[src/hw/rtl/esbp_pkg.sv]
`timescale 1ns / 1ps
`default_nettype none
// ----------------------------------------------------------------------------
// esbp_pkg: shared types and constants
// Byte codes, slot geometry and the command that travels from front to back.
// ----------------------------------------------------------------------------
package esbp_pkg;

    localparam int SLOT_COUNT = 64;
    localparam int SLOT_W     = 6;
    localparam int DATA_W     = 64;
    localparam int TOP_SHIFT  = 56;

    localparam logic [7:0] ESC_BYTE  = 8'h1B;
    localparam logic [7:0] STAR_BYTE = 8'h2A;
    localparam logic [7:0] BAR_BYTE  = 8'h7C;

    // register index, taken from paddr[2]
    localparam logic REG_STAR_BAR = 1'b0;
    localparam logic REG_DIR      = 1'b1;

    typedef enum logic [1:0] {
        KIND_READ = 2'd0,
        KIND_NONE = 2'd1,
        KIND_LOW  = 2'd2,
        KIND_TOP  = 2'd3
    } t_kind;

    typedef struct packed {
        logic star_bar_enable;
        logic pack_direction;
    } t_cfg;

    typedef struct packed {
        t_kind             kind;
        logic [SLOT_W-1:0] slot;
        logic [7:0]        data;
        logic [1:0]        chan;
        logic [SLOT_W-1:0] pos;
        logic              esc;
    } t_cmd;

endpackage
`default_nettype wire

[src/hw/rtl/esbp_queue.sv]
`timescale 1ns / 1ps
`default_nettype none
// ----------------------------------------------------------------------------
// esbp_queue: command queue
// Small FIFO of commands between the classifier and the slot file.
// ----------------------------------------------------------------------------
module esbp_queue
    import esbp_pkg::*;
#(
    parameter int DEPTH = 4
) (
    input  wire logic i_clk,
    input  wire logic i_rst_n,
    input  wire logic i_push,
    input  wire t_cmd i_cmd,
    output logic      o_ready,
    input  wire logic i_pop,
    output logic      o_valid,
    output t_cmd      o_cmd
);

    localparam int PTR_W = $clog2(DEPTH);
    localparam int CNT_W = $clog2(DEPTH + 1);

    t_cmd             r_mem [DEPTH];
    logic [PTR_W-1:0] r_wr_ptr;
    logic [PTR_W-1:0] r_rd_ptr;
    logic [CNT_W-1:0] r_count;

    assign o_ready = (r_count != CNT_W'(DEPTH));
    assign o_valid = (r_count != '0);
    assign o_cmd   = r_mem[r_rd_ptr];

    always_ff @(posedge i_clk) begin
        if (i_push) begin
            r_mem[r_wr_ptr] <= i_cmd;
        end
    end

    always_ff @(posedge i_clk) begin
        if (!i_rst_n) begin
            r_wr_ptr <= '0;
            r_rd_ptr <= '0;
            r_count  <= '0;
        end else begin
            if (i_push) begin
                r_wr_ptr <= (r_wr_ptr == PTR_W'(DEPTH - 1)) ? '0 : r_wr_ptr + 1'b1;
            end
            if (i_pop) begin
                r_rd_ptr <= (r_rd_ptr == PTR_W'(DEPTH - 1)) ? '0 : r_rd_ptr + 1'b1;
            end
            case ({i_push, i_pop})
                2'b10:   r_count <= r_count + 1'b1;
                2'b01:   r_count <= r_count - 1'b1;
                default: r_count <= r_count;
            endcase
        end
    end

endmodule
`default_nettype wire

[config.mk]
export PLATFORM = sky130hd
export DESIGN_NAME = esbp_queue
export DESIGN_NICKNAME = d
export VERILOG_FILES = /design/src/hw/rtl/esbp_pkg.sv /design/src/hw/rtl/esbp_queue.sv
export SDC_FILE = /design/constraint.sdc
export NUM_CORES = 1
export LEC_CHECK = 0
export BUFFER_PORTS_ARGS = -buffer_cell sky130_fd_sc_hd__buf_4
export CAP_MARGIN = 20
export CORE_MARGIN = 3
export CORE_UTILIZATION = 56
export DETAILED_ROUTE_END_ITERATION = 10
export PLACE_DENSITY_LB_ADDON = 0.2
export REMOVE_ABC_BUFFERS = 1
export SLEW_MARGIN = 20
export SYNTH_ARGS = -nofsm -noshare
export SYNTH_HDL_FRONTEND = slang
export SYNTH_SLANG_ARGS = --single-unit
[constraint.sdc]
create_clock -name i_clk -period 2.4 [get_ports i_clk]
set_clock_uncertainty 0.15 [all_clocks]
set_input_delay 0.24 -clock i_clk [delete_from_list [all_inputs] [get_ports i_clk]]
set_output_delay 0.24 -clock i_clk [all_outputs]
set_load 0.02 [all_outputs]
* Yosys cells after proc, flatten, opt, wreduce, memory -nomap -nowiden
Memories as Yosys holds them, arrays and structs flattened. A register that Yosys moved wholly into a read port is not among the register bits.
Index checks and enable logic that the tools add are counted.
W data, S select, Z words.
** Storage, ports and cells
- Register bits after elaboration :: 7
- Bits in writable memories :: 100
- Bits of input ports :: 29
- Output and inout port bits :: 27
- Word-level logic and storage cells :: 22
- Memories kept :: 1
** Cells by class
- $add $sub $neg :: 4
- Equality and inequality tests :: 5
- Muxes and demuxes :: 7
- Reduce and logical (&&, ||, !) cells :: 2
** Memories
- r_mem :: words 4, bits a word 25, rd ports 1, clocked after memory_dff 1, write ports 1, line esbp_queue.sv:25 : t_cmd r_mem [DEPTH];
** Operator list (number)
- $mux W2 :: 4
- $eq A2 B2 Y1 const B :: 3
- $pmux W3 S2 :: 1
- $add A2 B1 Y2 const B :: 2
- $add A3 B1 Y3 const B :: 1
- $ne A3 B3 Y1 const B :: 1
- $reduce_bool A3 Y1 :: 1
- $sub A3 B1 Y3 const B :: 1
- $eq A2 B1 Y1 const B :: 1
- $mux W1 :: 2
- $reduce_bool A2 Y1 :: 1

* Logic depth before layout (Yosys ltp)
- Depth after elaboration :: 4
- Mapped depth :: 7

* Worst setup path before layout
Ideal clock, no wire load.
- Path type :: reg-to-reg
- From :: register r_wr_ptr[0]
- To :: memory r_mem[3][0] (netlist name) (enable)
- Setup time :: 384 ps
- Data arrival time :: 1186 ps
- Required time :: 1866 ps
- Path slack :: 680 ps
- Stages on the path, launching flop included :: 3
- Buffers on the path :: 0
- Clock period less this slack :: 1720 ps
- Cells stage by stage :: dfxtp_1 > ha_1 > and2_1
** RTL lines
- start: declaration :: line esbp_queue.sv:26 : logic [PTR_W-1:0] r_wr_ptr;
- start signal: assignment :: line esbp_queue.sv:47 : r_wr_ptr <= (r_wr_ptr == PTR_W'(DEPTH - 1)) ? '0 : r_wr_ptr + 1'b1;
- end: declaration :: line esbp_queue.sv:25
No word-level cell before the write port.

==> metrics.csv <==
metric,value,unit
fin_nets,306,
combPwrFrac,0.132,
fillerInstances,415,
period_needed,2.17,ns
grt_usage,0.172,
status,finished clean,
fmax,0.461,GHz
seqPwrFrac,0.593,
setup_viol,0,
fp.dieW,91.7,um
synth_area_per_cell,23.1,um2
drive_gt1_frac,0.349,
place_congestion,0.703,
clkPwrFrac,0.275,
synth_cells,178,
synth_area_leaders,"edfxtp_1, mux4_2, dfxtp_1",
numCtsBuffers,9,
vias,1930,
coreArea,0.00694,mm2
syn_to_final_growth,23.7,%
clk_transition_reported_paths,0.09,ns
cts.sinks,109,
yosysSeqAreaShare,0.773,
ys_warn_count,0,
cts_root_buf,clkbuf_8,
hold_path_class,input pin to flop,
final_cell_mix,"edfxtp_1, buf_4, dlygate4sd3_1",
wl_per_cell,17.7,um
crit_path_end_kind,primary output,
yosys.area.top_type,edfxtp_1,
r2r_cells,5,
synth-seq-cells,109,
vdd_ir_drop_max,0.000418,V
dieArea,0.00841,mm2
slowest_delay,0.59,ns
vias_per_cell,5.20,
p_int,2.85,mW
drt_iter0_drc,112,
hpwlAfterDp,3980,um
synth_top_flop_cell,edfxtp_1,
dpl.cell_count,329,
final_util,0.733,
yosysUniqueCellTypes,24,
rsz0062_at_grt,false,
clk_path_buf_depth,2,
first_global_vias,2093,
rows,30,
synth-edff-count,100,
netlist.area_leader.share,0.730,
die_h,91.7,um
crit_fanout,22,
grt_first_pass_wirelength,10800,um
powerDensity,724,mW/mm2
worst_pin_slew,0.381,ns
power.share.switching,0.227,
drv_cap,0,
ios,56,
wl,6550,um
ant_nets,0,
worstPathCellList,buf_12 -> mux4_1 -> buf_4,
crit_arrival,1.78,ns
crit_type,flop to primary output,
grt_max_degree,26,
htreeDepth,3,
power_leakage,1.77,nW
fin_crit_sh,0.904,
critPathRequiredTime,2.01,ns
clk_latency,0.35,ns
ys_async_sr_fraction,0,
slew_headroom,0.746,
drt_pass1_iterations,4,
netlist_area,0.00412,mm2
min_path_cells,3,
num_antenna_cells,0,
switching_power,0.837,mW
initial_core_util,0.593,
cp-start-kind,flop,
crit_slowest_cell,mux4_1,
drv_slew,0,
antenna_found_initial,0,
layout_commonest_cell,edfxtp_1,
cts_tree,yes,
stdcell_count,371,
tns,0,ns
hold_viol_final,0,
route.detailed.drc,0,
hold-worst-slack,0.0601,ns
grt_overflow_total,0,
io_buffer_count,55,
-- state kept, by name, summed over array words and instances, names as in the netlist, named ones only --
register / flops
r_count: 3
r_mem: 100
r_rd_ptr: 2
r_wr_ptr: 2
-- layout make-up --
cell class	count	area, um2	share of cell area
clock buffer	12	156	0.0307
multi-input combinational	57	843	0.166
timing repair buffer	87	731	0.144
tap	96	120	0.0236
clock inverter	4	31.3	0.00615
sequential	109	3180	0.626
inverter	6	22.5	0.00443
-- cells by family (layout without fill, tap and decap cells) --
logic type               Yosys count  count (layout)  share of synthesized area
flip-flops                       109             109                      0.773
adder cells (fa/ha/maj)            7               7                     0.0231
AO/OA/AOI/OAI                      5               5                    0.00730
multiplexers                      27              27                      0.146
AND/OR/NAND/NOR                   16              16                     0.0240
XOR/XNOR                           2               2                    0.00426
buffers and inverters             12             109                     0.0216
-- power by group through the flow --
| stage | Clock [mW] | Sequential [mW] | Combinational (mW) |
|---|---|---|---|
| after global placement | 0 | 2.22 | 0.453 |
| final | 1.01 | 2.18 | 0.488 |
| after floorplan | 0 | 2.24 | 0.240 |
| after global routing | 1.12 | 2.19 | 0.529 |
| after detailed placement | 0 | 2.23 | 0.461 |
| after CTS | 1.04 | 2.18 | 0.496 |
-- through the flow --
stage               instance area (um2)  power, mW  setup WS (ns)
CTS                                5090       3.72          0.213
floorplan                          4050       2.48         0.0841
finish                             5090       3.68          0.230
global placement                   4640       2.68          0.545
detailed placement                 4640       2.69          0.463
global route                       5090       3.84          0.107
-- synthesized netlist by cell type (2+ instances only) --
cell / number
and2_1: 6
buf_12: 2
buf_2: 2
dfxtp_1: 9
edfxtp_1: 100
ha_1: 6
inv_1: 6
mux2i_1: 2
mux4_1: 5
mux4_2: 20
nor2b_1: 4
nor3b_1: 2
o21ai_0: 2
or3_1: 2
-- worst paths after layout --
check / slack [ns] / startpoint / endpoint
max: 0.23 / flop / o_cmd[13]
min: 0.06 / i_push / r_wr_ptr[1]
max reg2reg: 0.64 / r_count[0] / r_count[2]
min reg2reg: 0.39 / r_count[2] / r_count[2]
-- critical path: cells and delay by family, from the launching register on --
kind,cells,cell delay [ns]
mux,1,0.59
flops,1,0.43
buf+inv,2,0.41
-- layer usage --
metal  GRT usage  routed length [um]
met4      0.0668                  65
met2       0.299                3580
met1       0.214                2700
met5           0                   0
met3      0.0320                 200
-- what timing repair did --
| item | in CTS | in global routing |
|---|---|---|
| endpoints found under the hold margin | 102 | 0 |
| gates resized for setup | 0 | 0 |
| setup buffers | 0 | 0 |
| hold buffers | 26 | 0 |
Power figures use the tool's default switching activity.
