<file path="src/hw/rtl/esbp_pkg.sv">
`timescale 1ns / 1ps
`default_nettype none
// ----------------------------------------------------------------------------
// esbp_pkg: shared types and constants
// Byte codes, slot geometry and the command that travels from front to back.
// ----------------------------------------------------------------------------
package esbp_pkg;

    localparam int SLOT_COUNT = 64;
    localparam int SLOT_W     = 6;
    localparam int DATA_W     = 64;
    localparam int TOP_SHIFT  = 56;

    localparam logic [7:0] ESC_BYTE  = 8'h1B;
    localparam logic [7:0] STAR_BYTE = 8'h2A;
    localparam logic [7:0] BAR_BYTE  = 8'h7C;

    // register index, taken from paddr[2]
    localparam logic REG_STAR_BAR = 1'b0;
    localparam logic REG_DIR      = 1'b1;

    typedef enum logic [1:0] {
        KIND_READ = 2'd0,
        KIND_NONE = 2'd1,
        KIND_LOW  = 2'd2,
        KIND_TOP  = 2'd3
    } t_kind;

    typedef struct packed {
        logic star_bar_enable;
        logic pack_direction;
    } t_cfg;

    typedef struct packed {
        t_kind             kind;
        logic [SLOT_W-1:0] slot;
        logic [7:0]        data;
        logic [1:0]        chan;
        logic [SLOT_W-1:0] pos;
        logic              esc;
    } t_cmd;

endpackage
`default_nettype wire

</file>
<file path="src/hw/rtl/esbp_cfg.sv">
`timescale 1ns / 1ps
`default_nettype none
// ----------------------------------------------------------------------------
// esbp_cfg: configuration registers
// APB-style register port holding the star/bar enable and the pack direction.
// ----------------------------------------------------------------------------
module esbp_cfg
    import esbp_pkg::*;
(
    input  wire logic        i_clk,
    input  wire logic        i_rst_n,
    input  wire logic        psel,
    input  wire logic        penable,
    input  wire logic        pwrite,
    input  wire logic [2:0]  paddr,
    input  wire logic [31:0] pwdata,
    output logic [31:0]      prdata,
    output logic             pready,
    output t_cfg             o_cfg
);

    logic r_star_bar;
    logic r_dir;
    logic w_wr;

    assign pready = 1'b1;
    assign w_wr   = psel && penable && pwrite && pready;

    always_ff @(posedge i_clk) begin
        if (!i_rst_n) begin
            r_star_bar <= 1'b0;
            r_dir      <= 1'b1;
        end else if (w_wr) begin
            case (paddr[2])
                REG_STAR_BAR: r_star_bar <= pwdata[0];
                REG_DIR:      r_dir      <= pwdata[0];
                default:      r_dir      <= r_dir;
            endcase
        end
    end

    always_comb begin
        case (paddr[2])
            REG_STAR_BAR: prdata = {31'd0, r_star_bar};
            REG_DIR:      prdata = {31'd0, r_dir};
            default:      prdata = 32'd0;
        endcase
    end

    assign o_cfg.star_bar_enable = r_star_bar;
    assign o_cfg.pack_direction  = r_dir;

endmodule
`default_nettype wire

</file>
<file path="config.mk">
export PLATFORM = sky130hd
export DESIGN_NAME = esbp_cfg
export DESIGN_NICKNAME = d
export VERILOG_FILES = /design/src/hw/rtl/esbp_pkg.sv /design/src/hw/rtl/esbp_cfg.sv
export SDC_FILE = /design/constraint.sdc
export NUM_CORES = 1
export LEC_CHECK = 0
export BUFFER_PORTS_ARGS = -buffer_cell sky130_fd_sc_hd__buf_2
export CAP_MARGIN = 5
export CORE_MARGIN = 8
export CORE_UTILIZATION = 25
export CTS_BUF_LIST = sky130_fd_sc_hd__clkbuf_8
export DETAILED_ROUTE_END_ITERATION = 12
export PLACE_DENSITY_LB_ADDON = 0.2
export SYNTH_ARGS = -nofsm -noshare
export SYNTH_HDL_FRONTEND = slang
export SYNTH_SLANG_ARGS = --single-unit
</file>
<file path="constraint.sdc">
create_clock -name i_clk -period 1.03 [get_ports i_clk]
set_clock_uncertainty 0.2 [all_clocks]
set_input_delay 0.1545 -clock i_clk [delete_from_list [all_inputs] [get_ports i_clk]]
set_output_delay 0.1545 -clock i_clk [all_outputs]
set_load 0.005 [all_outputs]
</file>
### After elaboration in Yosys (flattened, before gate mapping)

Index checks and enable logic that the tools add are counted.

| operators by class | value |
|---|---|
| bitwise logic cells | 1 |
| muxes and demuxes | 1 |
| reduce and logical (&&, ||, !) cells | 4 |

Operator list:

| cell | number |
|---|---|
| $pmux W32 S2 | 1 |
| $reduce_and A2 Y1 | 2 |
| $logic_and A1 B1 Y1 | 2 |
| $not A1 Y1 | 1 |

| storage, ports and cells | value |
|---|---|
| bits in registers | 2 |
| output and inout bits | 35 |
| word-level logic and storage cells | 8 |
| bits of input ports | 40 |

### Depth between registers and ports, before layout

| logic depth | value |
|---|---|
| depth in word-level cells | 3 |
| depth in mapped cells | 2 |
| depth with buffers taken out | 2 |

### Worst setup path before layout

Ideal clock, no wire load.

| timing | value |
|---|---|
| path kind | flip-flop to output port |
| start point | register r_dir |
| end point | output port prdata[0] |
| path buffers | 0 |
| cell stages (with the launch flop) | 2 |
| arrival | 557 ps |
| data required time | 676 ps |
| slack | 119 ps |
| path through | dfxtp_1 > mux2_2 |

| between the ends | value |
|---|---|
| word-level cells in the longest chain between the ends | 1 |

Ends and longest elaborated chain:

| item | RTL line | RTL |
|---|---|---|
| start, declared | esbp_cfg.sv:23 | `logic r_dir;` |
| start signal, assigned | esbp_cfg.sv:36 | `REG_DIR: r_dir <= pwdata[0];` |
| start signal, assigned | esbp_cfg.sv:37 | `default: r_dir <= r_dir;` |
| $pmux W32 S2 | esbp_cfg.sv:43 | `case (paddr[2])` |
| end, declared | esbp_cfg.sv:17 | `output logic [31:0] prdata,` |

Every way passes these cells. The select of a mux whose other input is x is not followed.

### Worst setup path after layout

| timing | value |
|---|---|
| start point | register r_star_bar |
| end point | output port prdata[0] |

| between the ends | value |
|---|---|
| word-level cells in the longest chain between the ends | 1 |

Ends and longest elaborated chain:

| item | RTL line | RTL |
|---|---|---|
| start, declared | esbp_cfg.sv:22 | `logic r_star_bar;` |
| start signal, assigned | esbp_cfg.sv:35 | `REG_STAR_BAR: r_star_bar <= pwdata[0];` |
| $pmux W32 S2 | esbp_cfg.sv:43 |  |

Every way passes these cells. The select of a mux whose other input is x is not followed.

==> impl_metrics.yaml <==
critical_path:
  cp-start-kind: "flip-flop"
  worstSetupEndpointType: "output pin"
  worstReg2RegStart: "r_dir$_SDFFE_PN1P_"
  regToRegSetupSlack_ns: 0.11
  r2r_cells: 3
  reg2reg_to: "r_dir$_SDFFE_PN1P_"
  crit_path_max_fanout: 2
  path_class: "flip-flop to output pin"
  crit_arrival_ns: 0.89
  critPathRequiredTime_ns: 0.68
placement:
  place_area_um2: 307
  portBuffers: 9
  pre_cts_ws_ns: -0.0306
  dp_hpwl_um: 616
  gp_congestion: 0.669
cells_and_area:
  post-route-util_pct: 25.9
  nNetsFinal: 99
  fillers: 168
  multiInputGateArea_um2: 190
  drive_gt1_share_pct: 28.1
  area_delta_synth_final_pct: 0.678
  fin_area_um2: 372
  regArea_um2: 41.3
  num_antenna_cells: 0
outcome:
  status: "finished, violations left"
  violations: "setup timing"
min_path:
  min_from: "pwdata[0]"
  whs_path_depth: 3
  hp-class: "input port to flip-flop"
  hold_path_end: "r_star_bar$_SDFFE_PN0P_"
synthesis:
  yosys_warnings: 0
  yosysTopAreaCell: "buf_4"
  seq_area_frac_synth_pct: 10.8
  synth_area_leaders: "buf_4 69%, dfxtp_1 11%, mux2i_1 5.4%"
  postSynthCellCount: 47
  synth-seq-cells: 2
  synthDistinctLibCells: 9
  avgSynthCellArea_um2: 7.85
  syn-cell-area_um2: 369
  synth_top_cell_area_share_pct: 69.2
timing:
  finalCritPeriodShare_pct: 121
  max_freq_ghz: 0.804
  rsz0062_at_grt: "yes"
  timing.final.ws_setup_ns: -0.214
  slew_violations: 0
  tns_ns: -0.355
  finalHoldViolCount: 0
  fin_crit_ns: 1.24
  setup_viol: 3
detailed_routing:
  drc: 0
  vias: 210
  viasPerCell: 2.88
  wirelength_um: 717
  ant_nets: 0
  drtIter0Drc: 3
  dr.pass1.iters: 4
  detail_route.wl_per_cell_um: 9.82
floorplanning:
  die_w_um: 54.4
  die_h_um: 54.4
  start_util_pct: 25.7
  fp-row-count: 14
  die_area_um2: 2960
  boundaryPins: 75
  coreArea_um2: 1440
power_and_ir_drop:
  power.leakage_nw: 0.227
  p_per_area_nw_per_um2: 1240
  ir_drop_v: 0.000288
clock_tree:
  clock-root-buffer: "clkbuf_8"
  cts_setup_buffers: 0
  ctsHoldBuffers: 0
  cts_made_buffers: 3
  insertion_delay_ns: 0.21
  tritoncts: "built"
  clk_pin_slew_ns: 0.03
  clockBufferDepth: 2
  cts.sinks: 2
  htreeDepth: 1
flow_run:
  maxCapViolCount: 0
global_route:
  grt_pass1_wl_um: 807
  gr-total-overflow: 0
  first_global_vias: 203
  antenna_found_initial: 0
  grt_max_degree: 5
  grt.total_usage_pct: 4.12
synthesized netlist by cell type (all sizes together):
library cell / instances
nand4: 1
nor2b: 2
mux2i: 2
mux2: 1
nand2: 2
dfxtp: 2
buf: 34
nand4b: 1
conb: 2
flip-flops by register name, summed over array words and instances, names as in the netlist:
| signal | count |
|---|---|
| r_dir | 1 |
| r_star_bar | 1 |
cells by family (layout without fill, tap and decap cells):
kind of cell	count (synthesis)	count (layout)	share of synthesized area (%)
other	2	32	2.03
and+or+nand+nor	6	6	9.49
muxes	3	3	8.47
DFF	2	2	10.8
buffers and inverters	34	14	69.2
critical path, stage by stage (launching register included):
cell and delay, ns:
dfxtp_1 0.30, mux2_4 0.27, buf_6 0.12
layout make-up:
cell class | count | share of cell area (%)
clock buffers | 3 | 11.1
multi-input cells | 41 | 51.2
flip-flops and latches | 2 | 11.1
well taps | 16 | 5.39
repair buffers | 11 | 21.2
how the worst max path moves through the flow:
stage / startpoint / endpoint / slack [ns] / cells after the start
floorplan: r_dir$_SDFFE_PN1P_ / prdata[0] / 0.12 / 1
global placement: paddr[2] / prdata[0] / -0.03 / 3
detailed placement: paddr[2] / prdata[0] / -0.03 / 3
CTS: r_star_bar$_SDFFE_PN0P_ / prdata[0] / -0.22 / 2
global route: r_star_bar$_SDFFE_PN0P_ / prdata[0] / -0.23 / 2
finish: r_star_bar$_SDFFE_PN0P_ / prdata[0] / -0.21 / 2
per-layer routing:
metal / share of wire (%) / up-vias / track usage [%]
met4: 0 / 0 / 3.69
li1: - / 100 / -
met5: 0 / - / 0
met3: 29 / 0 / 5.43
met1: 25 / 87 / 3.22
met2: 46 / 23 / 4.96
cells in the final DEF (no fill, tap or decap):
master    Yosys  final
dfxtp_2       0      1
nor2b_1       2      2
mux2_4        0      1
clkbuf_8      0      3
buf_4        34      2
buf_6         0      3
buf_2         0      6
conb_1        2     32
mux2i_1       2      2
nand2_1       2      2
dfxtp_1       2      1
nand4_1       1      1
nand4b_1      1      1
through the flow:
stage | std cells | hold WS (ns) | total power, mW
finish | 73 | 0.00408 | 0.459
global route | 73 | 0.0117 | 0.486
CTS | 73 | 0.000131 | 0.465
detailed placement | 70 | 0.220 | 0.141
global placement | 70 | 0.222 | 0.141
floorplan | 77 | 0.0933 | 0.208
timing repair:
item / 4_1_cts / 5_1_grt
gates cloned: 0 / 0
setup endpoints to repair: 3 / 3
resized for setup: 4 / 1
report_power, final:
group          switching, mW  leakage (nW)  internal (mW)
Combinational         0.0456         0.190         0.0270
Sequential          0.000856        0.0158         0.0801
Clock                 0.0588        0.0216          0.247
Total                  0.105         0.227          0.354
Power figures use the tool's default switching activity.
