--- config.mk ---
export PLATFORM = sky130hd
export DESIGN_NAME = esbp_back_flat
export DESIGN_NICKNAME = d
export VERILOG_FILES = /design/src/hw/rtl/esbp_pkg.sv /design/src/hw/rtl/esbp_if.sv /design/src/hw/rtl/esbp_back.sv /design/src/flat_wrapper.sv
export SDC_FILE = /design/constraint.sdc
export NUM_CORES = 2
export LEC_CHECK = 0
export BUFFER_PORTS_ARGS = -buffer_cell sky130_fd_sc_hd__buf_2
export CAP_MARGIN = 40
export CELL_PAD_IN_SITES_DETAIL_PLACEMENT = 1
export CELL_PAD_IN_SITES_GLOBAL_PLACEMENT = 1
export CORE_ASPECT_RATIO = 1.5
export CORE_UTILIZATION = 40
export CTS_CLUSTER_SIZE = 16
export DETAILED_ROUTE_END_ITERATION = 8
export HOLD_SLACK_MARGIN = 0.06
export PLACE_DENSITY = 0.65
export SYNTH_ARGS = -nofsm -noshare
export SYNTH_HDL_FRONTEND = slang
export SYNTH_SLANG_ARGS = --single-unit
--- constraint.sdc ---
create_clock -name i_clk -period 27.2 [get_ports i_clk]
set_clock_uncertainty 0.15 [all_clocks]
set_input_delay 5.44 -clock i_clk [delete_from_list [all_inputs] [get_ports i_clk]]
set_output_delay 5.44 -clock i_clk [all_outputs]
set_load 0.05 [all_outputs]
--- src/hw/rtl/esbp_pkg.sv ---
`timescale 1ns / 1ps
`default_nettype none
// ----------------------------------------------------------------------------
// esbp_pkg: shared types and constants
// Byte codes, slot geometry and the command that travels from front to back.
// ----------------------------------------------------------------------------
package esbp_pkg;

    localparam int SLOT_COUNT = 64;
    localparam int SLOT_W     = 6;
    localparam int DATA_W     = 64;
    localparam int TOP_SHIFT  = 56;

    localparam logic [7:0] ESC_BYTE  = 8'h1B;
    localparam logic [7:0] STAR_BYTE = 8'h2A;
    localparam logic [7:0] BAR_BYTE  = 8'h7C;

    // register index, taken from paddr[2]
    localparam logic REG_STAR_BAR = 1'b0;
    localparam logic REG_DIR      = 1'b1;

    typedef enum logic [1:0] {
        KIND_READ = 2'd0,
        KIND_NONE = 2'd1,
        KIND_LOW  = 2'd2,
        KIND_TOP  = 2'd3
    } t_kind;

    typedef struct packed {
        logic star_bar_enable;
        logic pack_direction;
    } t_cfg;

    typedef struct packed {
        t_kind             kind;
        logic [SLOT_W-1:0] slot;
        logic [7:0]        data;
        logic [1:0]        chan;
        logic [SLOT_W-1:0] pos;
        logic              esc;
    } t_cmd;

endpackage
`default_nettype wire

--- src/hw/rtl/esbp_if.sv ---
`timescale 1ns / 1ps
`default_nettype none


interface esbp_out_if;
    logic        valid;
    logic        ready;
    logic [5:0]  slot_number;
    logic [63:0] slot_value;
    logic        wrote;
    logic [1:0]  current_channel;
    logic [5:0]  current_position;
    logic        escape_pending;

    modport source (output valid, output slot_number, output slot_value, output wrote,
                    output current_channel, output current_position,
                    output escape_pending, input ready);
    modport sink   (input valid, input slot_number, input slot_value, input wrote,
                    input current_channel, input current_position,
                    input escape_pending, output ready);
endinterface
`default_nettype wire

--- src/hw/rtl/esbp_back.sv ---
`timescale 1ns / 1ps
`default_nettype none
// ----------------------------------------------------------------------------
// esbp_back: slot file executor
// Read-modify-write of the 64 x 64-bit slot file with forwarding between
// consecutive commands, and a registered result stage.
// ----------------------------------------------------------------------------
module esbp_back
    import esbp_pkg::*;
(
    input  wire logic i_clk,
    input  wire logic i_rst_n,
    input  wire logic i_q_valid,
    input  wire t_cmd i_q_cmd,
    output logic      o_pop,
    esbp_out_if.source o_result
);

    logic [DATA_W-1:0]     r_mem [SLOT_COUNT];
    logic [SLOT_COUNT-1:0] r_written;
    logic [DATA_W-1:0]     r_mem_q;
    logic                  r_vld_q;
    logic                  r_fwd_hit;
    logic [DATA_W-1:0]     r_fwd_data;
    logic                  r_b_valid;
    t_cmd                  r_b_cmd;
    logic                  r_o_valid;
    logic [SLOT_W-1:0]     r_o_slot;
    logic [DATA_W-1:0]     r_o_value;
    logic                  r_o_wrote;
    logic [1:0]            r_o_chan;
    logic [SLOT_W-1:0]     r_o_pos;
    logic                  r_o_esc;

    logic              w_out_load;
    logic              w_b_adv;
    logic              w_wr;
    logic [DATA_W-1:0] w_old;
    logic [DATA_W-1:0] w_new;

    assign w_out_load = !r_o_valid || o_result.ready;
    assign w_b_adv    = r_b_valid && w_out_load;
    assign o_pop      = i_q_valid && (!r_b_valid || w_b_adv);

    // slot never written since reset reads as zero
    assign w_old = r_fwd_hit ? r_fwd_data : (r_vld_q ? r_mem_q : '0);

    always_comb begin
        w_wr = 1'b0;
        case (r_b_cmd.kind)
            KIND_LOW: begin
                w_new = {w_old[DATA_W-9:0], r_b_cmd.data};
                w_wr  = 1'b1;
            end
            KIND_TOP: begin
                w_new = {r_b_cmd.data, w_old[DATA_W-1:8]};
                w_wr  = 1'b1;
            end
            default: w_new = w_old;
        endcase
    end

    always_ff @(posedge i_clk) begin
        if (w_b_adv && w_wr) begin
            r_mem[r_b_cmd.slot] <= w_new;
        end
        if (o_pop) begin
            r_mem_q    <= r_mem[i_q_cmd.slot];
            r_fwd_data <= w_new;
            r_b_cmd    <= i_q_cmd;
        end
    end

    always_ff @(posedge i_clk) begin
        if (!i_rst_n) begin
            r_written <= '0;
            r_vld_q   <= 1'b0;
            r_fwd_hit <= 1'b0;
            r_b_valid <= 1'b0;
        end else begin
            if (w_b_adv && w_wr) begin
                r_written[r_b_cmd.slot] <= 1'b1;
            end
            if (o_pop) begin
                r_vld_q   <= r_written[i_q_cmd.slot];
                // take the value being written this edge when slots collide
                r_fwd_hit <= w_b_adv && w_wr && (r_b_cmd.slot == i_q_cmd.slot);
                r_b_valid <= 1'b1;
            end else if (w_b_adv) begin
                r_b_valid <= 1'b0;
            end
        end
    end

    always_ff @(posedge i_clk) begin
        if (!i_rst_n) begin
            r_o_valid <= 1'b0;
        end else if (w_b_adv) begin
            r_o_valid <= 1'b1;
        end else if (o_result.ready) begin
            r_o_valid <= 1'b0;
        end
    end

    always_ff @(posedge i_clk) begin
        if (w_b_adv) begin
            r_o_slot  <= r_b_cmd.slot;
            r_o_value <= w_new;
            r_o_wrote <= w_wr;
            r_o_chan  <= r_b_cmd.chan;
            r_o_pos   <= r_b_cmd.pos;
            r_o_esc   <= r_b_cmd.esc;
        end
    end

    assign o_result.valid            = r_o_valid;
    assign o_result.slot_number      = r_o_slot;
    assign o_result.slot_value       = r_o_value;
    assign o_result.wrote            = r_o_wrote;
    assign o_result.current_channel  = r_o_chan;
    assign o_result.current_position = r_o_pos;
    assign o_result.escape_pending   = r_o_esc;

endmodule
`default_nettype wire

--- src/flat_wrapper.sv ---
// flat-port wrapper written by rule: the top's interface ports become plain ports
module esbp_back_flat import esbp_pkg::*;
  (i_clk, i_rst_n, i_q_valid, i_q_cmd, o_pop, o_result_valid, o_result_slot_number, o_result_slot_value, o_result_wrote, o_result_current_channel, o_result_current_position, o_result_escape_pending, o_result_ready);
  esbp_out_if o_result_i ();
  input  wire logic i_clk;
  input  wire logic i_rst_n;
  input  wire logic i_q_valid;
  input  wire t_cmd i_q_cmd;
  output logic o_pop;
  output wire logic [$bits(o_result_i.valid)-1:0] o_result_valid;
  output wire logic [$bits(o_result_i.slot_number)-1:0] o_result_slot_number;
  output wire logic [$bits(o_result_i.slot_value)-1:0] o_result_slot_value;
  output wire logic [$bits(o_result_i.wrote)-1:0] o_result_wrote;
  output wire logic [$bits(o_result_i.current_channel)-1:0] o_result_current_channel;
  output wire logic [$bits(o_result_i.current_position)-1:0] o_result_current_position;
  output wire logic [$bits(o_result_i.escape_pending)-1:0] o_result_escape_pending;
  input wire logic [$bits(o_result_i.ready)-1:0] o_result_ready;
  assign o_result_valid = o_result_i.valid;
  assign o_result_slot_number = o_result_i.slot_number;
  assign o_result_slot_value = o_result_i.slot_value;
  assign o_result_wrote = o_result_i.wrote;
  assign o_result_current_channel = o_result_i.current_channel;
  assign o_result_current_position = o_result_i.current_position;
  assign o_result_escape_pending = o_result_i.escape_pending;
  assign o_result_i.ready = o_result_ready;
  esbp_back u_core (.i_clk(i_clk), .i_rst_n(i_rst_n), .i_q_valid(i_q_valid), .i_q_cmd(i_q_cmd), .o_pop(o_pop), .o_result(o_result_i));
endmodule
; After elaboration in Yosys (flattened, before gate mapping)
; Memories as Yosys holds them, arrays and structs flattened. A register that Yosys moved wholly into a read port is not among the register bits.
; Index checks and enable logic that the tools add are counted.
; Widths: inputs -> output; s select.
[totals]
ff_bits = 237
ramBits = 4096
in_bits = 29
mem_count = 1
[classes]
n_lt_le_gt_ge = 3
eq_ne = 3
n_mux = 14
n_bitwise = 1
n_reduce_logical = 12
[memory_table]
columns = name, words, word_bits, rd, rd_clocked_by_memory_dff, wr, line_no
row1 = u_core.r_mem, 64, 64, 1, 1, 1, esbp_back.sv:19  ; logic [DATA_W-1:0] r_mem [SLOT_COUNT];
[ops]
columns = op, count
row1 = $mux 64, 2
row2 = $pmux 64 s2, 1
row3 = $or 64x64->64, 1
row4 = $lt 6x7->1 const B, 2
row5 = $mux 1, 9
row6 = $bmux 1 s6, 1
row7 = $demux 1 s6, 1
row8 = $eq 6x6->1, 1
row9 = $ge 6x1->1 const B, 1
row10 = $logic_and 1x1->1, 5
row11 = $eq 2x2->1 const B, 2
row12 = $reduce_bool 2->1, 2
row13 = $logic_not 1->1, 2
row14 = $logic_or 1x1->1, 2
row15 = $reduce_or 2->1, 1

; Depth between registers and ports, before layout
[depth]
ltp_word = 6
mapped_depth = 9
ltp_nobuf = 5

; Worst setup path before layout
; No wires, ideal clock.
[synth_timing]
path_kind = in2out
startpoint = input port o_result_ready
endpoint = output port o_pop
arrival_time_ns = 17.810
required_ns = 21.610
path_slack_ns = 3.800
stages = 2
cell_sequence = nor2b_1 -> a21boi_0
[synth_via]
elab_chain_len = 4
[synth_rtl]
columns = item, line_no
row1 = "start, declared", flat_wrapper.sv:17  ; input wire logic [$bits(o_result_i.ready)-1:0] o_result_ready;
row2 = $logic_or 1x1->1, esbp_back.sv:41  ; assign w_out_load = !r_o_valid || o_result.ready;
row3 = $logic_and 1x1->1, esbp_back.sv:42  ; assign w_b_adv = r_b_valid && w_out_load;
row4 = $logic_or 1x1->1, esbp_back.sv:43  ; assign o_pop = i_q_valid && (!r_b_valid || w_b_adv);
row5 = $logic_and 1x1->1, esbp_back.sv:43
row6 = "end, declared", flat_wrapper.sv:9  ; output logic o_pop;
; No other way between the ends.

; Worst setup path after layout
; Same ends and word-level chain as after synthesis.

==> summary.md <==
| Metric | Value |
|---|---|
| Final setup fails | 0 |
| Worst Hold End | u_core.o_result.current_channel[1] |
| Fin crit period | 11.92 ns |
| Vias in the first global route | 81700 |
| Die height | 792 um |
| Max FO, Critical Path | 4 |
| Cell taking the most area after synthesis | edfxtp_1 |
| Via/cell ratio | 6.11 |
| Final hold vios | 0 |
| Core area | 414000 sq um |
| Routed Antenna Nets | 0 |
| Outcome | complete, no violations |
| Avg Cell Area, Syn | 25.2 sq um |
| Area Overhead vs Synth | 15.1% |
| Num CTS Buffers | 397 |
| Syn. warnings | 0 |
| Top cell type's share of synthesized area | 78.1% |
| Total wire length | 510000 um |
| Final setup TNS | 0 ns |
| Fmax | 83.9 MHz |
| Synthesized flop and latch total | 4397 |
| VDD IR max | 0.0594 mV |
| Fill cell count | 36600 |
| CTS tree | done |
| Post-synth EDFFs | 4329 |
| Number of port buffers | 110 |
| Pre-antenna DRT Iters | 5 |
| Hold Startpoint | u_core.r_b_cmd[8] |
| CTS Hold Buffers Added | 0 |
| Layout net count | 7146 |
| Reg2reg end | u_core.r_mem[37][3] |
| Crit end category | primary output |
| Wire per inst | 39.2 um |
| Measured slew at the worst slew-check pin | 1.33 ns |
| Max-slew violations | 0 |
| Hold Crit Depth | 0 |
| Clock slew at reported path FFs | 0.06 ns |
| Worst slew margin | 11.3% |
| Clk sinks | 4397 |
| Number of vias in the routed layout | 79500 |
| R2r setup slk | 22.03 ns |
| Seq/Total Area, Yosys | 78.9% |
| Reg2reg path depth | 6 |
| Share of layout cells above drive strength 1 | 34.6% |
| Max-Cap Viols | 0 |
| Leak pwr | 60.0 nW |
| Gr usage total | 24.2% |
| Antenna violations before repair | 19 |
| Die area | 419000 sq um |
| Largest net degree at the start of global routing | 167 |
| Synth Flop Type | edfxtp_1 |
| Area contributors post-synth | edfxtp_1, mux4_2, dfxtp_1 |
| Routability cong. | 0.789 |
| Pwr Total | 14.0 mW |
| Post-synthesis net count | 6620 |
| Clk Latency, worst-skew pair | 0.97 ns |
| Post-cts sizing count | 0 |
| RSZ-0062 raised after global routing | no |
| GR Overflow Total | 0 |
| DRC | 0 |
| Root buf cell | clkbuf_16 |
| Final cycle utilization of the critical path | 43.8% |
| Worst min path class | reg -> reg |
| Bufs on Longest Clock Path | 4 |
| Worst EP arrival | 6.33 ns |
| Async set-reset flop share out of synthesis | 0% |
| Required time worst endpoint | 21.61 ns |
| Site Rows | 289 |
| I/O Pins | 111 |
| Synthesized area | 166000 sq um |
| Worst Setup Start Kind | primary input |
| Global-route wire length before repair | 691000 um |
| Power Dens Cells | 73.0 nW/um^2 |
| Dpl hpwl | 281000 um |
| WS Path Type | in -> out |
| Post-CTS Setup Inserts | 0 |
| Initial DRC count | 10200 |
| Worst r2r src | u_core.r_b_cmd[20] |
| Initial Utilization | 40.2% |
| Synth unique cells | 36 |
| H-tree depth | 5 |
| Die width | 529 um |
| Synth Instances | 6591 |
## power by group
group          total, mW  leakage (nW)  internal (mW)  switching [mW]
Clock               5.83          6.45           3.26            2.57
Sequential          7.50          40.7           7.48          0.0217
Combinational      0.646          12.9          0.262           0.384
Total               14.0          60.0           11.0            2.98
## how the worst max path moves through the flow
stage              startpoint                 end  slack [ns]  cells after the start
6_report       o_result_ready               o_pop       15.28                      4
5_1_grt        o_result_ready               o_pop       15.22                      4
4_1_cts        o_result_ready               o_pop       15.27                      4
3_5_place_dp   o_result_ready               o_pop       15.27                      4
3_3_place_gp      i_q_cmd[17]  u_core.r_mem_q[28]       14.65                      9
2_1_floorplan  o_result_ready               o_pop        3.80                      2
## cell usage in the layout (no fill, tap or decap), drive strengths merged
master / instances
a21oi: 3
o21a: 65
or3: 1
mux2i: 64
clkinv: 182
nor3b: 2
a31oi: 1
nand3: 9
nor2b: 5
buf: 491
nand2: 68
xor2: 2
o211ai: 8
nand2b: 5
xnor2: 4
or2: 3
or3b: 4
diode: 11
a22oi: 66
inv: 22
a21boi: 2
and3b: 4
and3: 2
nor4: 1
a41o: 1
nor2: 70
nor4b: 1
o21ai: 64
nand4: 3
bufinv: 55
o41ai: 2
clkinvlp: 29
edfxtp: 4329
dfxtp: 68
mux4: 1356
nand3b: 5
clkbuf: 458
## synthesized netlist by cell type, types with 8 or more instances
| cell | count |
|---|---|
| buf_1 | 45 |
| nand2_1 | 68 |
| inv_1 | 9 |
| buf_4 | 13 |
| dfxtp_1 | 68 |
| edfxtp_1 | 4329 |
| clkbuf_1 | 218 |
| o21a_1 | 65 |
| buf_2 | 84 |
| o211ai_1 | 8 |
| nor2_1 | 70 |
| nand3_1 | 9 |
| mux2i_1 | 64 |
| a22oi_1 | 66 |
| mux4_2 | 1356 |
| o21ai_0 | 64 |
## cell families after synthesis
logic type,count (synthesis),share of synthesized area (%)
flops,4397,78.9
xor+xnor,6,0.0316
simple gates,183,0.492
buf+inv,373,0.952
compound gates,212,0.858
mux,1420,18.7
## critical path, cell delays in order
cell      delay, ns
buf_2          0.10
nor2b_1        0.44
a21boi_4       0.11
buf_2          0.23
## final cells by class
type                            instances  area (sq um)  area share (%)
Clock buffer                          458         10300            5.39
Sequential cell                      4397        131000            68.6
Tap cell                             5529          6920            3.61
Clock inverter                        279          3000            1.56
Multi-Input combinational cell       1821         34700            18.1
Antenna cell                           11          27.5          0.0144
Inverter                                9          33.8          0.0176
Timing Repair Buffer                  491          5230            2.73
## state kept, by name (all words and copies together) (netlist names)
signal / flops
u_core.r_fwd_data: 64
u_core.o_result.valid: 1
u_core.o_result.slot_number: 6
u_core.r_b_cmd: 25
u_core.o_result.wrote: 1
u_core.o_result.current_channel: 2
u_core.o_result.escape_pending: 1
u_core.r_mem: 4096
u_core.r_mem_q: 64
u_core.r_written: 64
u_core.o_result.current_position: 6
u_core.r_b_valid: 1
u_core.r_fwd_hit: 1
u_core.r_vld_q: 1
u_core.o_result.slot_value: 64
## metrics by stage
step	hold WS (ns)	util [%]	instance area (sq um)	setup slack [ns]	cells
detailed placement	0.256	43.1	178000	15.27	12200
floorplan	0.250	-	166000	3.80	6591
global route	0.283	46.3	192000	15.22	13000
CTS	0.271	46.3	192000	15.27	13000
global placement	0.252	42.5	176000	14.65	12200
finish	0.270	46.3	192000	15.28	13000
## routing by layer
| layer | vias up | routed length (um) | track usage [%] |
|---|---|---|---|
| met5 | - | 46 | 0 |
| met4 | 6 | 23800 | 10.2 |
| met3 | 991 | 36100 | 3.30 |
| met2 | 4182 | 269000 | 43.1 |
| met1 | 44500 | 181000 | 29.4 |
| li1 | 29800 | - | - |
(Power assumes the default switching activity.)
