`src/hw/rtl/esbp_pkg.sv`:
```
`timescale 1ns / 1ps
`default_nettype none
// ----------------------------------------------------------------------------
// esbp_pkg: shared types and constants
// Byte codes, slot geometry and the command that travels from front to back.
// ----------------------------------------------------------------------------
package esbp_pkg;

    localparam int SLOT_COUNT = 64;
    localparam int SLOT_W     = 6;
    localparam int DATA_W     = 64;
    localparam int TOP_SHIFT  = 56;

    localparam logic [7:0] ESC_BYTE  = 8'h1B;
    localparam logic [7:0] STAR_BYTE = 8'h2A;
    localparam logic [7:0] BAR_BYTE  = 8'h7C;

    // register index, taken from paddr[2]
    localparam logic REG_STAR_BAR = 1'b0;
    localparam logic REG_DIR      = 1'b1;

    typedef enum logic [1:0] {
        KIND_READ = 2'd0,
        KIND_NONE = 2'd1,
        KIND_LOW  = 2'd2,
        KIND_TOP  = 2'd3
    } t_kind;

    typedef struct packed {
        logic star_bar_enable;
        logic pack_direction;
    } t_cfg;

    typedef struct packed {
        t_kind             kind;
        logic [SLOT_W-1:0] slot;
        logic [7:0]        data;
        logic [1:0]        chan;
        logic [SLOT_W-1:0] pos;
        logic              esc;
    } t_cmd;

endpackage
`default_nettype wire

```
`src/hw/rtl/esbp_if.sv`:
```
`timescale 1ns / 1ps
`default_nettype none
// ----------------------------------------------------------------------------
// esbp_if: stream channels
// Input item channel and result channel, valid/ready handshake.
// ----------------------------------------------------------------------------
interface esbp_in_if;
    logic       valid;
    logic       ready;
    logic       op;
    logic [7:0] byte_value;
    logic [5:0] slot_select;

    modport source (output valid, output op, output byte_value, output slot_select,
                    input ready);
    modport sink   (input valid, input op, input byte_value, input slot_select,
                    output ready);
endinterface

`default_nettype wire

```
`src/hw/rtl/esbp_front.sv`:
```
`timescale 1ns / 1ps
`default_nettype none
// ----------------------------------------------------------------------------
// esbp_front: item classifier
// Accepts items, decodes escape and star/bar bytes, tracks position, channel
// and escape state, and pushes one command per item toward the slot file.
// ----------------------------------------------------------------------------
module esbp_front
    import esbp_pkg::*;
(
    input  wire logic  i_clk,
    input  wire logic  i_rst_n,
    esbp_in_if.sink    i_item,
    input  wire t_cfg  i_cfg,
    input  wire logic  i_q_ready,
    output logic       o_push,
    output t_cmd       o_cmd
);

    logic [SLOT_W-1:0] r_pos;
    logic [1:0]        r_chan;
    logic              r_esc;
    logic [SLOT_W-1:0] n_pos;
    logic [1:0]        n_chan;
    logic              n_esc;
    logic              w_star;
    logic              w_bar;
    logic [7:0]        w_b;

    assign i_item.ready = i_q_ready;
    assign o_push       = i_item.valid && i_q_ready;

    assign w_b    = i_item.byte_value;
    assign w_star = i_cfg.star_bar_enable && (w_b == STAR_BYTE);
    assign w_bar  = i_cfg.star_bar_enable && (w_b == BAR_BYTE);

    always_comb begin
        n_pos      = r_pos;
        n_chan     = r_chan;
        n_esc      = r_esc;
        o_cmd.kind = KIND_NONE;
        o_cmd.slot = r_pos;
        o_cmd.data = w_b;
        if (i_item.op) begin
            o_cmd.kind = KIND_READ;
            o_cmd.slot = i_item.slot_select;
        end else if (w_star) begin
            // star always packs at the low end and holds the position
            o_cmd.kind = KIND_LOW;
        end else if (w_bar) begin
            o_cmd.kind = KIND_NONE;
        end else if (r_esc) begin
            n_chan     = w_b[7:6];
            n_pos      = w_b[SLOT_W-1:0];
            n_esc      = 1'b0;
            o_cmd.slot = w_b[SLOT_W-1:0];
        end else if (w_b == ESC_BYTE) begin
            n_esc = 1'b1;
        end else begin
            o_cmd.kind = i_cfg.pack_direction ? KIND_TOP : KIND_LOW;
            n_pos      = r_pos + 1'b1;
            // bump the channel when the position wraps
            if (n_pos == '0) begin
                n_chan = r_chan + 1'b1;
            end
        end
        o_cmd.chan = n_chan;
        o_cmd.pos  = n_pos;
        o_cmd.esc  = n_esc;
    end

    always_ff @(posedge i_clk) begin
        if (!i_rst_n) begin
            r_pos  <= '0;
            r_chan <= '0;
            r_esc  <= 1'b0;
        end else if (o_push) begin
            r_pos  <= n_pos;
            r_chan <= n_chan;
            r_esc  <= n_esc;
        end
    end

endmodule
`default_nettype wire

```
`src/flat_wrapper.sv`:
```
// flat-port wrapper written by rule: the top's interface ports become plain ports
module esbp_front_flat import esbp_pkg::*;
  (i_clk, i_rst_n, i_cfg, i_q_ready, o_push, o_cmd, i_item_valid, i_item_op, i_item_byte_value, i_item_slot_select, i_item_ready);
  esbp_in_if i_item_i ();
  input  wire logic i_clk;
  input  wire logic i_rst_n;
  input  wire t_cfg i_cfg;
  input  wire logic i_q_ready;
  output logic o_push;
  output t_cmd o_cmd;
  input wire logic [$bits(i_item_i.valid)-1:0] i_item_valid;
  input wire logic [$bits(i_item_i.op)-1:0] i_item_op;
  input wire logic [$bits(i_item_i.byte_value)-1:0] i_item_byte_value;
  input wire logic [$bits(i_item_i.slot_select)-1:0] i_item_slot_select;
  output wire logic [$bits(i_item_i.ready)-1:0] i_item_ready;
  assign i_item_i.valid = i_item_valid;
  assign i_item_i.op = i_item_op;
  assign i_item_i.byte_value = i_item_byte_value;
  assign i_item_i.slot_select = i_item_slot_select;
  assign i_item_ready = i_item_i.ready;
  esbp_front u_core (.i_clk(i_clk), .i_rst_n(i_rst_n), .i_item(i_item_i), .i_cfg(i_cfg), .i_q_ready(i_q_ready), .o_push(o_push), .o_cmd(o_cmd));
endmodule
```
`config.mk`:
```
export PLATFORM = sky130hd
export DESIGN_NAME = esbp_front_flat
export DESIGN_NICKNAME = d
export VERILOG_FILES = /design/src/hw/rtl/esbp_pkg.sv /design/src/hw/rtl/esbp_if.sv /design/src/hw/rtl/esbp_front.sv /design/src/flat_wrapper.sv
export SDC_FILE = /design/constraint.sdc
export NUM_CORES = 1
export LEC_CHECK = 0
export ABC_AREA = 1
export BUFFER_PORTS_ARGS = -buffer_cell sky130_fd_sc_hd__buf_2
export CAP_MARGIN = 0
export CORE_UTILIZATION = 43
export DETAILED_ROUTE_END_ITERATION = 10
export GPL_ROUTABILITY_DRIVEN = 0
export PLACE_DENSITY = 0.76
export RECOVER_POWER = 50
export SLEW_MARGIN = 20
export SYNTH_ARGS = -nofsm -noshare
export SYNTH_HDL_FRONTEND = slang
export SYNTH_SLANG_ARGS = --single-unit
```
`constraint.sdc`:
```
create_clock -name i_clk -period 1.4 [get_ports i_clk]
set_input_delay 0.14 -clock i_clk [delete_from_list [all_inputs] [get_ports i_clk]]
set_output_delay 0.14 -clock i_clk [all_outputs]
set_load 0.01 [all_outputs]
```
* After elaboration in Yosys (flattened, before gate mapping)
Cells that the tools add are included.
Storage, ports and cells: register bits 9, input port bits 21, output and inout port bits 27, logic and storage cells 37
Cells by class: add/sub/neg operators 2, eq/ne operators 3, mux-type cells 25, reductions and logical operators 4
Operators with widths (number):
- 6-bit two-way mux | 8
- 2-bit two-way mux | 10
- 8-bit by 5-bit == test with 1-bit output (second input constant) | 1
- 8-bit by 6-bit == test with 1-bit output (second input constant) | 1
- 8-bit by 7-bit == test with 1-bit output (second input constant) | 1
- 8-bit two-way mux | 1
- 6-bit by 1-bit adder with 6-bit output (second input constant) | 1
- 6-bit zero test | 1
- 1-bit two-way mux | 6
- 1-bit logical AND | 3
- 2-bit by 1-bit adder with 2-bit output (second input constant) | 1

* Logic depth before layout (Yosys ltp)
Gate-level depths: netlist of run 1.
word-level depth 8, depth in mapped cells 12, depth with buffers taken out 12

* Worst setup path before layout of run 1
No wires, ideal clock.
path kind register to register, from register u_core.r_pos[0], to register u_core.r_chan[1], data arrival time 1.284 ns, path slack 0.008 ns, cell stages (with the launch flop) 13, buffers on the path 0, clock period less this slack 1.392 ns, cells stage by stage dfxtp_1 > ha_1 > nand3_1 > nand2_1 > nand2_1 > nor2_2 > nand3_2 > nand2_1 > nand2_1 > nand2_1 > nand3_1 > nand2_1 > inv_1
Between the ends: longest elaborated chain between the ends 8
Ends and longest elaborated chain:
- start, declared | RTL line esbp_front.sv:20 | logic [SLOT_W-1:0] r_pos;
- start signal, assigned | RTL line esbp_front.sv:78 | r_pos <= n_pos;
- 6-bit by 1-bit adder with 6-bit output | RTL line esbp_front.sv:61 | n_pos = r_pos + 1'b1;
- 6-bit zero test | RTL line esbp_front.sv:63 | if (n_pos == '0) begin
- 2-bit two-way mux | RTL line esbp_front.sv:63
- 2-bit two-way mux | RTL line esbp_front.sv:57 | end else if (w_b == ESC_BYTE) begin
- 2-bit two-way mux | RTL line esbp_front.sv:52 | end else if (r_esc) begin
- 2-bit two-way mux | RTL line esbp_front.sv:50 | end else if (w_bar) begin
- 2-bit two-way mux | RTL line esbp_front.sv:47 | end else if (w_star) begin
- 2-bit two-way mux | RTL line esbp_front.sv:44 | if (i_item.op) begin
- end signal, assigned | RTL line esbp_front.sv:79 | r_chan <= n_chan;
- end, declared | RTL line esbp_front.sv:21 | logic [1:0] r_chan;
No other way between the ends. A chain may end at the register's enable or synchronous reset.

==> flow_metrics.tcl, run 1 <==
set metrics [dict create \
    clkSinkCount 9 \
    hold_path_end "u_core.r_esc" \
    antenna_left 0 \
    worst_pin_slew_ns 0.3745 \
    grt_max_degree 14 \
    wl_per_cell_um 13.52 \
    hold_depth 3 \
    insertion_delay_ns 0.26 \
    violations "setup timing" \
    pre_cts_ws_ns -0.1135 \
    finalClockSkew_ns 0.003327 \
    nFillCells 203 \
    rsz0062_at_grt "yes" \
    rows 18 \
    internal-power_uw 615.6 \
    grt_usage_pct 26.09 \
    yosysMostFrequentCell "nand2_1" \
    wirelength_um 4082 \
    fmaxAchievable_ghz 0.5436 \
    drc 0 \
    switchingPower_uw 405.6 \
    netlist_area_mm2 0.001121 \
    cts_tree "yes" \
    syn-num-nets 219 \
    yosys.area.top_type "nand2_1" \
    synth_edf_count 0 \
    hold_viol_final 0 \
    outcome "finished, violations left" \
    pwr-share-comb_pct 51.5 \
    yosysSeqAreaShare_pct 16.07 \
    synth_common_cells "nand2_1, inv_1, o21ai_0" \
    r2r_slack_ns -0.34 \
    ys_types 28 \
    whs_ns 0.1431 \
    yosys.area.top_type_share_pct 21.43 \
    start_util_pct 45.25 \
    period_share_pct 131.4 \
    dieArea_mm2 0.002815 \
    first_pass_iters 4 \
    cts_buffer_depth 2 \
    synthTopCellsByArea "nand2_1, dfxtp_1, inv_1" \
    crit_required_ns 1.26 \
    avgSynthCellArea_um2 5.691 \
    stdcell_count 302 \
    post-place-cells 281 \
    overflow 0 \
    fin_ws_ns -0.4396 \
    setup_viol 21 \
    peakVddDrop_mv 0.5927 \
    dp_hpwl_um 2412 \
    p_leak_uw 0.001016 \
    hold_path_startpoint "i_rst_n" \
    ys_warn_count 0 \
    grt_pass1_wl_um 5471 \
    crit_path_start_kind "register" \
    core-area_mm2 0.002477 \
    ys_ff_latch 9 \
    port_buffers 47 \
    report.final.slew_viol_count 0 \
    hp-class "primary input to register" \
    first_global_vias 1257 \
    seqPwrFrac_pct 29.1 \
    final_core_util_pct 75.20 \
    boundaryPins 48 \
    area_growth_pct 66.18 \
    path_class "register to output port" \
    fp.dieW_um 53.06 \
    fin_nets 295 \
    die_h_um 53.06 \
    cts_buffers 3 \
    antenna_cells 0 \
    drtIter0Drc 30 \
    clkTransAtPathRegs_ns 0.06 \
    switching_share_pct 39.72 \
    synthCells 197 \
    drive_gt1_share_pct 55.51 \
    cap_viol_max_count 0 \
    powerDensity_mw_per_mm2 548.1 \
    fin_crit_ns 1.840 \
    path_max_fanout 4 \
    endpoint_kind "output port" \
    r2r.worst_path.cells 14 \
    cts_root_buf "clkbuf_4" \
    r2r-start "u_core.r_pos[0]" \
    synth_ff_type "dfxtp_1" \
    antenna_found_initial 0 \
    vias_per_cell 5.096 \
    cp.arrival_ns 1.70 \
    h-tree-depth 1 \
    vias 1539 \
    async_flop_share_pct 0 \
    cts-hold-fix-buffers 0 \
    r2r-end "u_core.r_chan[0]" \
    p_clk_share_pct 19.4 \
    slew_headroom_pct 75.01 \
]
## layout by cell type (no fill, tap or decap), drive strengths merged
master	netlist	final
clkbuf	1	12
o22ai	1	1
clkinv	1	1
dfxtp	9	9
nand4	3	3
o21ai	23	23
nand3	15	16
nand3b	1	1
inv	29	29
nand2	69	69
o31ai	1	1
ha	1	1
a21oi	13	13
nor2	14	14
buf	13	76
nor3	3	3
## power groups by stage
stage,sequential [uW],combinational (uW),clock [uW]
after floorplan,291,246,0
after global placement,293,393,0
after detailed placement,294,396,0
after CTS,293,443,203
after global routing,299,569,219
final,297,526,198
## kinds of logic (layout without fill, tap and decap cells)
family          count (synthesis)  count (layout)  share of synthesized area (%)
compound gates                 38              38                          18.30
fa+ha+maj                       1               1                          1.116
buf+inv                        44             118                          19.31
flops                           9               9                          16.07
simple gates                  105             106                          45.20
## metal layers
layer | vias up | wire length [um] | global-route usage (%)
li1 | 777 | - | -
met4 | 0 | 146 | 10.09
met2 | 64 | 1980 | 46.62
met1 | 685 | 1738 | 32.37
met5 | - | 0 | 0
met3 | 13 | 217 | 1.149
## critical path: stages, from the launching register on
cell and delay (ns):
dfxtp_4 0.37, ha_4 0.17, nand2_2 0.07, inv_2 0.09, nand3_2 0.11, nor2_4 0.12, nand3_2 0.09, nand2_1 0.09
nand2_1 0.06, nand2_1 0.09, nand2_1 0.06, buf_2 0.13
## final cells by class
| cell class | count | area (um^2) | share of cell area, % |
|---|---|---|---|
| clock buffers | 4 | 26.28 | 1.410 |
| well taps | 30 | 37.54 | 2.015 |
| inverters | 30 | 130.1 | 6.985 |
| repair buffers | 84 | 549.3 | 29.48 |
| flip-flops and latches | 9 | 200.2 | 10.75 |
| multi-input cells | 145 | 919.6 | 49.36 |
## repair_timing
item,in CTS,in global routing
pin swaps,25,27
gates resized for setup,41,51
setup endpoints to repair,19,20
gates cloned,0,1
buffers inserted,18,9
## how the worst max path moves through the flow
stage | startpoint | endpoint | slack, ns | depth (start not counted)
3_5_place_dp | u_core.r_pos[1] | o_cmd[7] | -0.11 | 11
4_1_cts | u_core.r_pos[1] | o_cmd[7] | -0.30 | 11
5_1_grt | u_core.r_pos[0] | o_cmd[8] | -0.53 | 11
6_report | u_core.r_pos[0] | o_cmd[8] | -0.44 | 11
3_3_place_gp | u_core.r_pos[0] | o_cmd[7] | -0.07 | 11
2_1_floorplan | u_core.r_pos[0] | u_core.r_chan[1] | 0.008 | 12
## through the flow
step / TNS [ns] / total power (uW) / cell area (um^2)
after global routing: -5.255 / 1086 / 1863
after detailed placement: -0.4844 / 690.3 / 1455
after CTS: -2.534 / 938.8 / 1645
after floorplan: 0 / 536.9 / 1121
after global placement: -0.2255 / 686.1 / 1455
final: -3.690 / 1021 / 1863
## state kept, by name, summed over array words and instances (netlist names)
name / flops
u_core.r_pos: 6
u_core.r_chan: 2
u_core.r_esc: 1
(Power assumes the default switching activity.)
==> run 2, diff against run 1 <==
Settings changed: CELL_PAD_IN_SITES_DETAIL_PLACEMENT from default to 0, CELL_PAD_IN_SITES_GLOBAL_PLACEMENT from default to 1, CORE_UTILIZATION 43 to 28, PLACE_DENSITY 0.76 to 0.77.
==> run 2 against run 1 <==
Against the previous run:
- the run still ends with setup timing left
- via count down 0.39%
- worst hold slack better by 0.024 ns
- combinational power rose by 9.5%
- setup slack improved by 0.13 ns
- flip-flop and latch count unchanged
- first-iteration DRC count is 73% higher
- register-to-register slack improved by 0.14 ns
- count of clock-buffer cells in the layout unchanged
- largest power group unchanged
- clock power is 53% higher
==> flow_metrics.tcl, run 2 (synthesized netlist as in run 1, its figures left out) <==
set metrics [dict create \
    outcome "finished, violations left" \
    violations "setup timing" \
    period_share_pct 122.3 \
    rsz0062_at_grt "yes" \
    crit_path_start_kind "register" \
    path_class "register to output port" \
    cap_viol_max_count 0 \
    area_growth_pct 84.82 \
    vias 1533 \
    drc 0 \
    clkSinkCount 9 \
    grt_pass1_wl_um 6216 \
    start_util_pct 29.95 \
    cts_buffer_depth 2 \
    wirelength_um 4109 \
    crit_required_ns 1.26 \
    setup_viol 17 \
    first_global_vias 1364 \
    grt_usage_pct 18.61 \
    rows 22 \
    powerDensity_mw_per_mm2 569.1 \
    path_max_fanout 4 \
    overflow 0 \
    insertion_delay_ns 0.23 \
    core-area_mm2 0.003744 \
    layout_common_cells "nand2_1, buf_2, buf_4, nand2_2, inv_1" \
    h-tree-depth 1 \
    die_h_um 65.28 \
    r2r-start "u_core.r_pos[0]" \
    fin_ws_ns -0.3118 \
    top_regs "u_core.r_pos (6), u_core.r_chan (2), u_core.r_esc (1)" \
    drive_gt1_share_pct 60.99 \
    clkTransAtPathRegs_ns 0.04 \
    fp.dieW_um 65.28 \
    antenna_cells 0 \
    top_register "u_core.r_pos" \
    report.final.slew_viol_count 0 \
    finalClockSkew_ns 0.002394 \
    antenna_left 0 \
    endpoint_kind "output port" \
    drtIter0Drc 52 \
    peakVddDrop_mv 0.5967 \
    boundaryPins 48 \
    cts_root_buf "clkbuf_8" \
    cts-hold-fix-buffers 0 \
    vias_per_cell 4.645 \
    wl_per_cell_um 12.45 \
    hp-class "primary input to register" \
    slew_headroom_pct 73.26 \
    fin_crit_ns 1.712 \
    final_core_util_pct 55.35 \
    p_leak_uw 0.001096 \
    layout.cells.most_common "nand2_1" \
    cp-startpoint "u_core.r_pos[0]" \
    fin_nets 305 \
    tns_ns -2.257 \
    cts_tree "yes" \
    cp.arrival_ns 1.57 \
    nFillCells 383 \
    hold_viol_final 0 \
    grt_max_degree 15 \
    dp_hpwl_um 2700 \
    cts_buffers 3 \
    finalPower_uw 1179 \
    fmaxAchievable_ghz 0.5842 \
    largest_reg_flops 6 \
    first_pass_iters 5 \
    dieArea_mm2 0.004261 \
    port_buffers 47 \
    hold_path_startpoint "i_rst_n" \
    antenna_found_initial 0 \
    worst_pin_slew_ns 0.4007 \
]
run 2: cell count changes in the layout (fill, tap and decap cells not counted), moves of 2 or more:
cell / before / now
buf_6: 9 / 15
o21ai_0: 7 / 3
clkbuf_8: 0 / 3
nand2_2: 18 / 22
nand2_1: 48 / 43
clkbuf_4: 3 / 0
nand3_1: 7 / 5
o21ai_4: 0 / 2
run 2: routing by layer:
| layer | GRT usage [%] | wire length (um) |
|---|---|---|
| met4 | 7.065 | 73 |
| met3 | 2.083 | 197 |
| met1 | 24.50 | 1900 |
| met5 | 0 | 0 |
| met2 | 30.80 | 1938 |
run 2: what timing repair did:
item,4_1_cts,5_1_grt
pin swaps,22,38
setup endpoints to repair,19,23
hold endpoints to repair,0,0
cloned,3,0
setup buffers,14,9
resized for setup,52,65
run 2: path summary, 6_finish.rpt:
path	endpoint	slack, ns	depth (start not counted)
min	u_core.r_esc	0.17	3
max	o_cmd[7]	-0.31	11
max reg2reg	u_core.r_chan[0]	-0.20	13
min reg2reg	u_core.r_chan[1]	0.57	4
run 2: stage by stage:
stage          setup WS [ns]  cell area, um^2  cells  hold slack, ns
2_1_floorplan       0.007625             1121    197          0.2784
3_3_place_gp        -0.09766             1500    302          0.4075
3_5_place_dp         -0.1386             1500    302          0.4067
4_1_cts              -0.2827             1813    323          0.1610
5_1_grt              -0.3820             2072    330          0.1914
6_report             -0.3118             2072    330          0.1673
run 2: final cells by class:
cell class              count  area [um^2]  share of cell area [%]
multi-input cells         145        969.7                   46.80
repair buffers             93        660.6                   31.88
flip-flops and latches      9        197.7                   9.541
inverters                  30        135.1                   6.522
well taps                  48        60.06                   2.899
clock buffers               4        45.04                   2.174
repair inverters            1        3.754                  0.1812
run 2: critical path, stage by stage, from the launching register on:
cell	delay, ns
dfxtp_2	0.36
ha_4	0.17
nand3_2	0.07
nand2_1	0.09
nand2_2	0.08
nor2_4	0.12
nand3_2	0.09
nand2_2	0.09
nand2_2	0.05
nand2_2	0.07
inv_1	0.03
buf_2	0.12
run 2: report_power, final:
group	leakage (uW)	switching [uW]	internal, uW	total [uW]
Clock	0.0000228	104	199	302
Combinational	0.000996	309	268	576
Sequential	0.0000776	26.5	274	300
Total	0.00110	439	740	1180
